$ cat src/hdl/iir4_pkg.sv
// Shared types, constants and arithmetic helpers of the 4th-order elliptic low-pass filter.
// Used by iir4_rom, iir4_seq, iir4_dp and the top level; depends on nothing else.
package iir4_pkg;

  localparam int ACC_W  = 64;
  localparam int COEF_W = 32;
  localparam int STEP_W = 4;
  localparam int NTAPS  = 4;

  // Fixed entry points of the microprogram.
  localparam logic [STEP_W-1:0] STEP_OUT = 4'd13;
  localparam logic [STEP_W-1:0] STEP_CLR = 4'd14;

  localparam logic signed [ACC_W-1:0] ACC_MAX   = 64'sh7FFF_FFFF_FFFF_FFFF;
  localparam logic signed [ACC_W-1:0] ACC_MIN   = 64'sh8000_0000_0000_0000;
  // Bounds on the upper partial product before it is scaled by 16.
  localparam logic signed [ACC_W-1:0] P_HI_LIM  = 64'sh07FF_FFFF_FFFF_FFFF;
  localparam logic signed [ACC_W-1:0] P_LO_LIM  = 64'shF800_0000_0000_0000;
  localparam logic signed [64:0]      PROD_RND  = 65'sd134217728;
  localparam logic signed [ACC_W-1:0] OUT_RND   = 64'sd32768;

  typedef enum logic [3:0] {
    C_B0 = 4'd0,
    C_B1 = 4'd1,
    C_B2 = 4'd2,
    C_B3 = 4'd3,
    C_B4 = 4'd4,
    C_A1 = 4'd5,
    C_A2 = 4'd6,
    C_A3 = 4'd7,
    C_A4 = 4'd8
  } coef_e;

  typedef enum logic {
    DST_W = 1'b0,   // feedback accumulator, term is subtracted
    DST_Y = 1'b1    // output accumulator, term is added
  } dst_e;

  typedef enum logic [1:0] {
    JMP_NONE   = 2'd0,
    JMP_IF_CLR = 2'd1,
    JMP_ALWAYS = 2'd2
  } jmp_e;

  typedef struct packed {
    logic        mul_en;
    logic [1:0]  tap;
    coef_e       coef;
    dst_e        dst;
    logic        upd_w;
    logic        clr_dl;
  } ctrl_t;

  typedef struct packed {
    ctrl_t             ctrl;
    jmp_e              jmp;
    logic [STEP_W-1:0] target;
    logic              last;
  } ucode_t;

  typedef struct packed {
    logic busy;
    logic done;
  } stat_t;

  // Q3.28 coefficients.
  function automatic logic signed [COEF_W-1:0] coef(input coef_e sel);
    logic signed [COEF_W-1:0] c;
    unique case (sel)
      C_B0, C_B4: c = 32'sd843946;
      C_B1, C_B3: c = -32'sd3370389;
      C_B2:       c = 32'sd5052892;
      C_A1:       c = -32'sd1069689607;
      C_A2:       c = 32'sd1598555035;
      C_A3:       c = -32'sd1061782256;
      C_A4:       c = 32'sd264481378;
      default:    c = '0;
    endcase
    return c;
  endfunction

  function automatic logic signed [ACC_W-1:0] sat_add(input logic signed [ACC_W-1:0] a,
                                                      input logic signed [ACC_W-1:0] b);
    logic signed [ACC_W:0] s;
    s = {a[ACC_W-1], a} + {b[ACC_W-1], b};
    if (s[ACC_W] != s[ACC_W-1]) begin
      return s[ACC_W] ? ACC_MIN : ACC_MAX;
    end
    return s[ACC_W-1:0];
  endfunction

  function automatic logic signed [ACC_W-1:0] sat_sub(input logic signed [ACC_W-1:0] a,
                                                      input logic signed [ACC_W-1:0] b);
    logic signed [ACC_W:0] s;
    s = {a[ACC_W-1], a} - {b[ACC_W-1], b};
    if (s[ACC_W] != s[ACC_W-1]) begin
      return s[ACC_W] ? ACC_MIN : ACC_MAX;
    end
    return s[ACC_W-1:0];
  endfunction

endpackage

$ cat src/hdl/iir4_rom.sv
// Microprogram store of the filter sequencer: one control word per step.
// Depends on iir4_pkg.
module iir4_rom (
  input  logic [iir4_pkg::STEP_W-1:0] step_i,
  output iir4_pkg::ucode_t            word_o
);

  function automatic iir4_pkg::ucode_t mac(input logic [1:0] tap,
                                           input iir4_pkg::coef_e c,
                                           input iir4_pkg::dst_e d);
    iir4_pkg::ucode_t w;
    w             = '0;
    w.ctrl.mul_en = 1'b1;
    w.ctrl.tap    = tap;
    w.ctrl.coef   = c;
    w.ctrl.dst    = d;
    w.jmp         = iir4_pkg::JMP_NONE;
    return w;
  endfunction

  always_comb begin
    word_o = '0;
    unique case (step_i)
      4'd0: begin
        word_o        = mac(2'd3, iir4_pkg::C_A4, iir4_pkg::DST_W);
        word_o.jmp    = iir4_pkg::JMP_IF_CLR;
        word_o.target = iir4_pkg::STEP_CLR;
      end
      4'd1:  word_o = mac(2'd3, iir4_pkg::C_B4, iir4_pkg::DST_Y);
      4'd2:  word_o = mac(2'd2, iir4_pkg::C_A3, iir4_pkg::DST_W);
      4'd3:  word_o = mac(2'd2, iir4_pkg::C_B3, iir4_pkg::DST_Y);
      4'd4:  word_o = mac(2'd1, iir4_pkg::C_A2, iir4_pkg::DST_W);
      4'd5:  word_o = mac(2'd1, iir4_pkg::C_B2, iir4_pkg::DST_Y);
      4'd6:  word_o = mac(2'd0, iir4_pkg::C_A1, iir4_pkg::DST_W);
      4'd7:  word_o = mac(2'd0, iir4_pkg::C_B1, iir4_pkg::DST_Y);
      // The last feedback term lands in the accumulator during step 8.
      4'd9:  word_o.ctrl.upd_w = 1'b1;
      // The new w now sits in tap 0.
      4'd10: word_o = mac(2'd0, iir4_pkg::C_B0, iir4_pkg::DST_Y);
      4'd13: word_o.last = 1'b1;
      4'd14: begin
        word_o.ctrl.clr_dl = 1'b1;
        word_o.jmp         = iir4_pkg::JMP_ALWAYS;
        word_o.target      = iir4_pkg::STEP_OUT;
      end
      4'd15: word_o.last = 1'b1;
      default: word_o.jmp = iir4_pkg::JMP_NONE;
    endcase
  end

endmodule

$ cat src/hdl/iir4_seq.sv
// Step counter and jump logic of the filter sequencer.
// Depends on iir4_pkg and iir4_rom.
module iir4_seq (
  input  logic                clk_i,
  input  logic                rst_ni,
  input  logic                start_i,
  input  logic                op_i,
  input  logic                out_free_i,
  output iir4_pkg::ctrl_t     ctrl_o,
  output iir4_pkg::stat_t     stat_o
);

  typedef enum logic [1:0] {
    SEQ_IDLE = 2'b01,
    SEQ_RUN  = 2'b10
  } seq_state_e;

  seq_state_e                  state_q, state_d;
  logic [iir4_pkg::STEP_W-1:0] step_q, step_d;
  logic                        op_q, op_d;
  logic                        done;
  iir4_pkg::ucode_t            word;

  iir4_rom u_rom (
    .step_i (step_q),
    .word_o (word)
  );

  always_comb begin
    state_d = state_q;
    step_d  = step_q;
    op_d    = op_q;
    ctrl_o  = '0;
    done    = 1'b0;
    unique case (state_q)
      SEQ_IDLE: begin
        if (start_i) begin
          state_d = SEQ_RUN;
          step_d  = '0;
          op_d    = op_i;
        end
      end
      SEQ_RUN: begin
        ctrl_o = word.ctrl;
        if (word.last) begin
          // Hold on the final step until the output register can take the result.
          if (out_free_i) begin
            done    = 1'b1;
            state_d = SEQ_IDLE;
          end
        end else begin
          case (word.jmp)
            iir4_pkg::JMP_ALWAYS: step_d = word.target;
            iir4_pkg::JMP_IF_CLR: begin
              if (op_q) begin
                step_d        = word.target;
                ctrl_o.mul_en = 1'b0;
              end else begin
                step_d = step_q + iir4_pkg::STEP_W'(1);
              end
            end
            default: step_d = step_q + iir4_pkg::STEP_W'(1);
          endcase
        end
      end
      default: state_d = SEQ_IDLE;
    endcase
  end

  always_ff @(posedge clk_i or negedge rst_ni) begin
    if (!rst_ni) begin
      state_q <= SEQ_IDLE;
      step_q  <= '0;
      op_q    <= 1'b0;
    end else begin
      state_q <= state_d;
      step_q  <= step_d;
      op_q    <= op_d;
    end
  end

  assign stat_o.busy = (state_q != SEQ_IDLE);
  assign stat_o.done = done;

endmodule

$ cat src/hdl/iir4_dp.sv
// Datapath of the filter: delay line, shared two-part multiplier, product rounding,
// the two saturating accumulators and output rounding. Depends on iir4_pkg.
module iir4_dp #(
  parameter int DATA_WIDTH  = 32,
  parameter int STATE_WIDTH = 48
) (
  input  logic                         clk_i,
  input  logic                         rst_ni,
  input  logic                         load_i,
  input  logic signed [DATA_WIDTH-1:0] sample_i,
  input  iir4_pkg::ctrl_t              ctrl_i,
  output logic        [DATA_WIDTH-1:0] y_o
);

  localparam int AW = iir4_pkg::ACC_W;
  localparam logic signed [AW-1:0] W_MAX = (64'sd1 <<< (STATE_WIDTH - 1)) - 64'sd1;
  localparam logic signed [AW-1:0] W_MIN = -W_MAX - 64'sd1;
  localparam logic signed [AW-1:0] Y_MAX = (64'sd1 <<< (DATA_WIDTH - 1)) - 64'sd1;
  localparam logic signed [AW-1:0] Y_MIN = -Y_MAX - 64'sd1;

  logic signed [STATE_WIDTH-1:0]    dl_q [iir4_pkg::NTAPS];
  logic signed [STATE_WIDTH-1:0]    opnd;
  logic signed [STATE_WIDTH-33:0]   opnd_hi;
  logic signed [iir4_pkg::COEF_W-1:0] c;
  logic signed [STATE_WIDTH-1:0]    p_hi_d, p_hi_q;
  logic signed [64:0]               p_lo_d, p_lo_q, lo_rnd;
  logic                             mv_q, tv_q;
  iir4_pkg::dst_e                   mdst_q, tdst_q;
  logic signed [AW-1:0]             p_hi_x, hi_part, lo_part, term_d, term_q;
  logic signed [AW-1:0]             acc_q, yacc_q, w_sat, y_rnd, y_shr, y_sat;

  // Stage 1: operand high half (signed) and low half (unsigned) times the coefficient.
  assign opnd    = dl_q[ctrl_i.tap];
  assign opnd_hi = opnd[STATE_WIDTH-1:32];
  assign c       = iir4_pkg::coef(ctrl_i.coef);
  assign p_hi_d  = opnd_hi * c;
  assign p_lo_d  = $signed({1'b0, opnd[31:0]}) * c;

  always_ff @(posedge clk_i) begin
    p_hi_q <= p_hi_d;
    p_lo_q <= p_lo_d;
  end

  // Stage 2: scale the high part by 16 with clamping, round the low part from Q.60.
  assign p_hi_x  = AW'(p_hi_q);
  assign hi_part = (p_hi_x > iir4_pkg::P_HI_LIM) ? iir4_pkg::ACC_MAX :
                   (p_hi_x < iir4_pkg::P_LO_LIM) ? iir4_pkg::ACC_MIN : (p_hi_x <<< 4);
  assign lo_rnd  = p_lo_q + iir4_pkg::PROD_RND;
  assign lo_part = AW'(lo_rnd >>> 28);
  assign term_d  = iir4_pkg::sat_add(hi_part, lo_part);

  always_ff @(posedge clk_i) begin
    term_q <= term_d;
  end

  always_ff @(posedge clk_i or negedge rst_ni) begin
    if (!rst_ni) begin
      mv_q   <= 1'b0;
      tv_q   <= 1'b0;
      mdst_q <= iir4_pkg::DST_W;
      tdst_q <= iir4_pkg::DST_W;
    end else begin
      mv_q   <= ctrl_i.mul_en;
      mdst_q <= ctrl_i.dst;
      tv_q   <= mv_q;
      tdst_q <= mdst_q;
    end
  end

  // Stage 3: accumulate.
  always_ff @(posedge clk_i) begin
    if (load_i) begin
      acc_q  <= AW'(sample_i) <<< 16;
      yacc_q <= '0;
    end else if (tv_q) begin
      if (tdst_q == iir4_pkg::DST_W) begin
        acc_q <= iir4_pkg::sat_sub(acc_q, term_q);
      end else begin
        yacc_q <= iir4_pkg::sat_add(yacc_q, term_q);
      end
    end
  end

  // New w, saturated to the state width, is shifted in at the head of the delay line.
  assign w_sat = (acc_q > W_MAX) ? W_MAX : (acc_q < W_MIN) ? W_MIN : acc_q;

  always_ff @(posedge clk_i or negedge rst_ni) begin
    if (!rst_ni) begin
      for (int k = 0; k < iir4_pkg::NTAPS; k++) begin
        dl_q[k] <= '0;
      end
    end else if (ctrl_i.clr_dl) begin
      for (int k = 0; k < iir4_pkg::NTAPS; k++) begin
        dl_q[k] <= '0;
      end
    end else if (ctrl_i.upd_w) begin
      for (int k = iir4_pkg::NTAPS - 1; k > 0; k--) begin
        dl_q[k] <= dl_q[k-1];
      end
      dl_q[0] <= w_sat[STATE_WIDTH-1:0];
    end
  end

  // Q.32 to Q.16 with round half up, then saturate to the sample width.
  assign y_rnd = iir4_pkg::sat_add(yacc_q, iir4_pkg::OUT_RND);
  assign y_shr = y_rnd >>> 16;
  assign y_sat = (y_shr > Y_MAX) ? Y_MAX : (y_shr < Y_MIN) ? Y_MIN : y_shr;
  assign y_o   = y_sat[DATA_WIDTH-1:0];

endmodule

$ cat src/hdl/elliptic_iir_lowpass_order4_top.sv
// A filter transfer hands on its result once its microprogram has run; a clear does too.
// A new transfer is taken only after the previous one has finished; the nine coefficient
// products share one multiply unit issued by a 14-step microprogram.
// The result register frees the input side as soon as a result is handed to it.
// Reset (rst_ni low, asynchronous) zeroes the delay line and empties the result register.
module elliptic_iir_lowpass_order4_top #(
  parameter int DATA_WIDTH  = 32,
  parameter int STATE_WIDTH = 48
) (
  input  logic                                clk_i,
  input  logic                                rst_ni,
  input  logic                                s_axis_tvalid_i,
  output logic                                s_axis_tready_o,
  // tdata: sample (DATA_WIDTH bits, signed), zero padded to whole bytes.
  input  logic [((DATA_WIDTH+7)/8)*8-1:0]     s_axis_tdata_i,
  // tuser: op (bit 0; 0 filters the sample, 1 clears the delay line).
  input  logic [0:0]                          s_axis_tuser_i,
  output logic                                m_axis_tvalid_o,
  input  logic                                m_axis_tready_i,
  // tdata: filtered (DATA_WIDTH bits, signed), zero padded to whole bytes.
  output logic [((DATA_WIDTH+7)/8)*8-1:0]     m_axis_tdata_o
);

  localparam int TDATA_W = ((DATA_WIDTH + 7) / 8) * 8;

  logic                  s_accept;
  logic                  out_free;
  iir4_pkg::ctrl_t       ctrl;
  iir4_pkg::stat_t       stat;
  logic [DATA_WIDTH-1:0] y;
  logic                  m_valid_q;
  logic [DATA_WIDTH-1:0] m_data_q;

  // The sequencer takes a new transfer only when it is idle.
  assign s_axis_tready_o = !stat.busy;
  assign s_accept        = s_axis_tvalid_i && s_axis_tready_o;

  // The result register can be loaded when empty or being drained in this cycle.
  assign out_free = !m_valid_q || m_axis_tready_i;

  iir4_seq u_seq (
    .clk_i      (clk_i),
    .rst_ni     (rst_ni),
    .start_i    (s_accept),
    .op_i       (s_axis_tuser_i[0]),
    .out_free_i (out_free),
    .ctrl_o     (ctrl),
    .stat_o     (stat)
  );

  iir4_dp #(
    .DATA_WIDTH  (DATA_WIDTH),
    .STATE_WIDTH (STATE_WIDTH)
  ) u_dp (
    .clk_i    (clk_i),
    .rst_ni   (rst_ni),
    .load_i   (s_accept),
    .sample_i ($signed(s_axis_tdata_i[DATA_WIDTH-1:0])),
    .ctrl_i   (ctrl),
    .y_o      (y)
  );

  // Result register: loaded when the microprogram finishes, cleared when taken.
  always_ff @(posedge clk_i or negedge rst_ni) begin
    if (!rst_ni) begin
      m_valid_q <= 1'b0;
    end else if (stat.done) begin
      m_valid_q <= 1'b1;
    end else if (m_axis_tready_i) begin
      m_valid_q <= 1'b0;
    end
  end

  always_ff @(posedge clk_i) begin
    if (stat.done) begin
      m_data_q <= y;
    end
  end

  assign m_axis_tvalid_o = m_valid_q;
  assign m_axis_tdata_o  = TDATA_W'(m_data_q);

  // Once a transfer is accepted the input side stays closed for at least the next cycle.
  a_busy_after_accept: assert property (@(posedge clk_i) disable iff (!rst_ni)
    s_accept |=> !s_axis_tready_o)
    else $error("input accepted again right after a transfer");

  // A finished result never overwrites one that is still waiting.
  a_no_overwrite: assert property (@(posedge clk_i) disable iff (!rst_ni)
    stat.done |-> (!m_valid_q || m_axis_tready_i))
    else $error("result register overwritten");

  // A finished result is presented in the next cycle.
  a_done_shows: assert property (@(posedge clk_i) disable iff (!rst_ni)
    stat.done |=> m_axis_tvalid_o)
    else $error("finished result not presented");

  // The sequencer never finishes while idle.
  a_done_busy: assert property (@(posedge clk_i) disable iff (!rst_ni)
    stat.done |-> stat.busy)
    else $error("completion signaled while idle");

endmodule
$ cat config.mk
export PLATFORM = sky130hd
export DESIGN_NAME = elliptic_iir_lowpass_order4_top
export DESIGN_NICKNAME = d
export VERILOG_FILES = /design/src/hdl/iir4_pkg.sv /design/src/hdl/iir4_rom.sv /design/src/hdl/iir4_seq.sv /design/src/hdl/iir4_dp.sv /design/src/hdl/elliptic_iir_lowpass_order4_top.sv
export SDC_FILE = /design/constraint.sdc
export NUM_CORES = 2
export LEC_CHECK = 0
export BUFFER_PORTS_ARGS = -buffer_cell sky130_fd_sc_hd__buf_2
export CORE_MARGIN = 2
export CORE_UTILIZATION = 65
export CTS_CLUSTER_SIZE = 16
export DETAILED_ROUTE_END_ITERATION = 6
export HOLD_SLACK_MARGIN = 0.02
export PLACE_DENSITY = 0.9
export SYNTH_ARGS = -nofsm -noshare
export SYNTH_HDL_FRONTEND = slang
export SYNTH_HIERARCHICAL = 1
export SYNTH_SLANG_ARGS = --single-unit
$ cat constraint.sdc
create_clock -name clk_i -period 12.08 [get_ports clk_i]
set_input_delay 2.416 -clock clk_i [delete_from_list [all_inputs] [get_ports clk_i]]
set_output_delay 2.416 -clock clk_i [all_outputs]
set_load 0.02 [all_outputs]
After elaboration in Yosys (flattened, before gate mapping)
Memories as Yosys holds them, arrays and structs flattened.
Index checks and enable logic that the tools add are counted.
{"block": "op_classes", "n_addsub": 6, "mul": 2, "order_cmp": 7, "eq_ne": 26, "n_mux": 59, "bitwise_logic": 2, "reduce_logical": 16}
{"cell": "two-way mux 64 bit", "n": 17}
{"cell": "two-way mux 192 bit", "n": 2}
{"cell": "two-way mux 48 bit", "n": 4}
{"cell": "binary-select mux 48 bit (select 2 bit)", "n": 1}
{"cell": "one-hot mux 8 bit (9 select lines)", "n": 1}
{"cell": "adder 64 x 17 -> 65 bit (second input constant)", "n": 1}
{"cell": "adder 64 x 37 -> 65 bit", "n": 1}
{"cell": "adder 64 x 64 -> 65 bit", "n": 1}
{"cell": "adder 65 x 29 -> 65 bit (second input constant)", "n": 1}
{"cell": "multiplier 33 x 32 -> 65 bit", "n": 1}
{"cell": "subtractor 64 x 64 -> 65 bit", "n": 1}
{"cell": "greater-than comparator 64 x 48 -> 1 bit (second input constant)", "n": 1}
{"cell": "less-than comparator 64 x 48 -> 1 bit (second input constant)", "n": 1}
{"cell": "greater-than comparator 48 x 60 -> 1 bit (second input constant)", "n": 1}
{"cell": "less-than comparator 48 x 60 -> 1 bit (second input constant)", "n": 1}
{"cell": "greater-than comparator 48 x 32 -> 1 bit (second input constant)", "n": 1}
{"cell": "less-than comparator 48 x 32 -> 1 bit (second input constant)", "n": 1}
{"cell": "multiplier 16 x 32 -> 48 bit", "n": 1}
{"cell": "two-way mux 32 bit", "n": 1}
{"cell": "one-hot mux 4 bit (2 select lines)", "n": 3}
{"cell": "two-way mux 1 bit", "n": 21}
{"cell": "equality test 4 bit (second input constant)", "n": 5}
{"cell": "equality test 4 x 3 -> 1 bit (second input constant)", "n": 4}
{"cell": "two-way mux 4 bit", "n": 3}
{"cell": "22 further kinds", "n": 43}
{"block": "word_totals", "ff_bits": 541, "romBits": 512, "input_bits": 37, "output_inout_bits": 34, "elab_cells": 138, "n_memories": 1}
{"name": "(name not given)", "depth": 16, "width": 32, "read_ports": 1, "rd_clocked_by_memory_dff": 0, "write_ports": 0, "line": "iir4_pkg.sv:69", "source": "unique case (sel)"}

Longest topological paths before layout
{"block": "logic_depth", "ltp_word": 11, "depth_mapped": 41, "ltp_nobuf": 39}

Hierarchy
Netlist, hierarchy kept.
{"module": "iir4_dp", "n_inst": 1, "cells_per_inst": 8747, "area_each_um2": 77717.0, "seq_area_each_um2": 10950.5}
{"module": "elliptic_iir_lowpass_order4_top", "n_inst": 1, "cells_per_inst": 37, "area_each_um2": 1018.5, "seq_area_each_um2": 985.9}
{"module": "iir4_seq", "n_inst": 1, "cells_per_inst": 57, "area_each_um2": 528.0, "seq_area_each_um2": 176.4}
{"module": "iir4_rom", "n_inst": 1, "cells_per_inst": 29, "area_each_um2": 190.2, "seq_area_each_um2": 0.0}

Least setup slack after synthesis
No wires, ideal clock.
{"block": "synth_timing", "path_kind": "reg-to-reg", "startpoint": "reg u_seq.state_q[0]", "endpoint": "reg u_dp.p_lo_q[49]", "setup_time_ns": 0.072, "arrival_time_ns": 10.488, "required_time_ns": 12.008, "slack_ns": 1.520, "path_stages_with_launch": 37, "n_path_buf": 6, "synth_period_minus_slack_ns": 10.560, "path_cell_list": "dfstp_2 > and2b_1 > clkbuf_1 > and2_1 > buf_2 > buf_1 > buf_1 > buf_1 > mux2_2 > o21ai_1 > clkbuf_1 > nor2_1 > fa_1 > inv_1 > fa_1 > fa_1 > fa_1 > inv_1 > fa_1 > fa_1 > fa_1 > inv_1 > fa_1 > inv_1 > ha_1 > a21o_1 > a311o_1 > a2111oi_2 > nor2_1 > nor4_2 > o31ai_1 > or4b_1 > a31oi_1 > nor2b_1 > o21a_1 > nor2_1 > xnor2_1"}
{"item": "from (decl)", "line": "iir4_seq.sv:18", "source": "seq_state_e state_q, state_d;"}
{"item": "from (signal assigned)", "line": "iir4_seq.sv:76", "source": "state_q <= state_d;"}
{"item": "to (signal assigned)", "line": "iir4_dp.sv:41", "source": "p_lo_q <= p_lo_d;"}
{"item": "to (decl)", "line": "iir4_dp.sv:26", "source": "logic signed [64:0] p_lo_d, p_lo_q, lo_rnd;"}

==> metrics.txt <==
crit-path max cell delay=0.80 ns; R2R setup slack=0.46 ns; initial antenna violation count=5; # DRC=2; worst setup path end=u_dp/p_lo_q[49]; NumNets Final=10700; failing checks=DRC, capacitance limit, slew limit; WHS=0.356 ns; Post-Route Setup TNS=0 ns; final wirelength=261000 µm; max-cap viol count=1; die width=354 µm; Clock Power Share=13.5%; vias in the first global route=67800; final hold vios=0; P&R area growth vs syn=5.10%; DRT antenna net count=0; gr usage total=42.0%; Tightest Pin Transition=1.64 ns; CTS Buffer Depth=3; DR pass1 iterations=7; warnings from Yosys=6; global-route wire length before repair=398000 µm; CTS buffer count=59; Post-synth EDFFs=80; Post-CTS Setup Bufs=0; Pint=0.00690 W; number of gates resized after CTS=0; clock period minus worst slack=11.62 ns; final setup fails=0; Critical Path Source Type=register; Leak=40.6 nW; largest net degree at the start of global routing=98; critical path required time=12.65 ns; Pwr Density=175 nW/µm²; Port Buffers=70; Logic pwr share=69.9%; antenna cells=0; Placer Congestion=1.04; cells on worst reg2reg path=36; CTS sink count=514; Yosys cell types=114; ratio of cells with drive above 1 in the final layout=5.80%; post-synthesis net count=10900; NetSw=0.00770 W; r2r endpoint=u_dp/p_lo_q[49]; Worst path most repeated cell=fa_1; clock-pin slew on the worst setup and hold paths=0.06 ns; register area=12100 µm²; Starting Density=65.4%; skew final=0.0852 ns; Avg Synthesized Cell Area=8.96 µm²; CP Max Fanout=18; Final Max Slew Viols=3; 1st-iter DRT viols=8195; Worst VDD drop=0.000275 V; Tcrit/Tclk final=96.2%; Syn Std Cell Area=79500 µm²; vias per cell=6.35; H-tree Lvls=2; Filler cells=9335; Crit Reg-Reg Startpoint=u_seq/state_q[0]; Core Rows=128; Seq cells post-synth=514; die height=354 µm; CTS tree=done; hold buffer count at cts=0; vias=66000; DP Wirelength=210000 µm; Worst Setup SP=u_seq/state_q[0]; core area=122000 µm²; Worst-Skew Late Latency=0.73 ns; relative slew slack=-11.9%; top_reg_cell synth=dfxtp_1; status=finished with violations; sw frac=52.7%; Setup CP Type=reg -> reg; Root Driver=clkbuf_16; Avg WL per Cell=25.2 µm; crit path capture type=register; Seq/Total Area, Yosys=15.2%; arrival time of the worst setup path=12.19 ns; Syn Inst Count=8870; slowest cell on the critical path=o21a_1; Hold WC Path Type=reg -> reg; Highest Clock Rate=86.1 MHz; RSZ-0062 raised after global routing=false; die area=125000 µm²; I/O Pins=71; remaining global-route overflow=0; share of flip-flops with an asynchronous set or reset=39.7%; area of the multi-input gates=59900 µm²; Sequential Power Share=16.6%
-- metrics by stage --
step / total power [W] / setup WS, ns / util (%) / instances / instance area (µm²)
2_1_floorplan: 0.00923 / 1.52 / - / 8870 / 79500
3_3_place_gp: 0.0120 / 0.828 / 66.9 / 10300 / 81300
3_5_place_dp: 0.0123 / 0.683 / 66.9 / 10300 / 81300
4_1_cts: 0.0143 / 0.535 / 68.7 / 10400 / 83500
5_1_grt: 0.0157 / 0.0571 / 68.7 / 10400 / 83500
6_report: 0.0146 / 0.463 / 68.7 / 10400 / 83500
-- placed cells by master (no fill, tap or decap), drive strengths merged, types with 12 or more instances in the layout --
cell type and instances:
mux2i 194, a21oi 472, clkinv 19, dfxtp 230
nand3 98, inv 1589, o21ai 343, buf 207
clkbuf 76, dfrtp 203, a31oi 28, o31ai 22
ha 615, a211oi 68, a22o 20, nand4 60
and2 74, edfxtp 80, o21a 58, nor2 1074
nor4 17, fa 1355, nand2b 53, a221oi 13
and3 58, o221a 17, nor3 115, nor2b 40
mux2 42, or3 13, xor2 120, o211ai 17
and4 15, o21bai 52, o22ai 12, or2 33
a21o 172, nand2 691, xnor2 224
-- cells in the mapped netlist, drive strengths merged (20+ instances only) --
| library cell | n | area, µm² |
|---|---|---|
| inv | 1583 | 5940 |
| fa | 1355 | 27100 |
| nor2 | 1074 | 4040 |
| nand2 | 691 | 2600 |
| ha | 615 | 7690 |
| a21oi | 472 | 2380 |
| clkbuf | 355 | 1330 |
| o21ai | 343 | 1720 |
| dfxtp | 230 | 4600 |
| xnor2 | 224 | 1960 |
| dfrtp | 203 | 5080 |
| mux2i | 194 | 1940 |
| a21o | 172 | 1290 |
| xor2 | 120 | 1050 |
| nor3 | 115 | 586 |
| nand3 | 98 | 495 |
| edfxtp | 80 | 2400 |
| buf | 79 | 395 |
| and2 | 74 | 465 |
| a211oi | 68 | 521 |
| nand4 | 60 | 412 |
| and3 | 58 | 364 |
| o21a | 58 | 435 |
| nand2b | 53 | 342 |
| o21bai | 52 | 390 |
| mux2 | 42 | 473 |
| nor2b | 40 | 250 |
| or2 | 33 | 206 |
| a31oi | 28 | 175 |
| o31ai | 22 | 189 |
| a22o | 20 | 175 |
-- worst min path at each step --
stage | slack, ns | start | end | depth (start not counted)
after detailed placement | 0.34 | u_dp/mv_q | u_dp/tv_q | 0
after floorplan | 0.33 | u_dp/mdst_q | u_dp/tdst_q | 0
after global placement | 0.33 | u_dp/mdst_q | u_dp/tdst_q | 0
final | 0.36 | u_dp/mv_q | u_dp/tv_q | 0
after CTS | 0.36 | u_dp/mv_q | u_dp/tv_q | 0
after global routing | 0.37 | u_dp/mv_q | u_dp/tv_q | 0
-- registers in the layout, summed over array words and instances, names as in the netlist --
register	count
u_dp/dl_q	192
u_dp/acc_q	64
u_dp/term_q	64
u_dp/yacc_q	64
u_dp/p_hi_q	48
u_dp/p_lo_q	38
m_axis_tdata_o	32
u_seq/step_q	4
u_seq/state_q	2
m_axis_tvalid_o	1
u_dp/mdst_q	1
u_dp/mv_q	1
u_dp/tdst_q	1
u_dp/tv_q	1
u_seq/op_q	1
-- cells by family after synthesis --
group	share of synthesized area, %
simple gates	13.0
xor+xnor	3.79
other cells	0.00472
fa+ha+maj	43.9
mux	3.24
compound gates	11.2
flops	15.2
buf+inv	9.65
-- cell type report --
cell class,count,area share [%]
Multi-Input combinational cell,6339,71.7
Sequential cell,514,14.5
Inverter,1583,7.12
Tap cell,1625,2.43
Clock buffer,75,2.04
Timing Repair Buffer,208,1.67
Clock inverter,36,0.553
-- metal layers --
layer | share of wire [%] | vias to the layer above | wire length [µm] | global-route usage [%]
li1 | - | 27900 | - | -
met1 | 37 | 32600 | 96800 | 55.8
met2 | 43 | 4401 | 112000 | 62.3
met3 | 13 | 1064 | 34200 | 12.0
met4 | 6.8 | 2 | 17800 | 23.1
met5 | 0.0050 | - | 13 | 0
-- worst max-delay path: cells and delay by family (launching register included) --
| family | cells | cell delay (ns) |
|---|---|---|
| flip-flops | 1 | 0.39 |
| AND/OR/NAND/NOR | 10 | 2.48 |
| buffers and inverters | 8 | 1.31 |
| AO/OA/AOI/OAI | 7 | 2.39 |
| adder cells (fa/ha/maj) | 10 | 4.73 |
| XOR/XNOR | 1 | 0.14 |
-- power groups by stage --
stage | logic, W | registers, W | clock network (W)
floorplan | 0.00699 | 0.00223 | 0
global placement | 0.00958 | 0.00242 | 0
detailed placement | 0.00984 | 0.00242 | 0
CTS | 0.00993 | 0.00239 | 0.00198
global route | 0.0112 | 0.00243 | 0.00205
finish | 0.0102 | 0.00242 | 0.00198
Power figures use the tool's default switching activity.
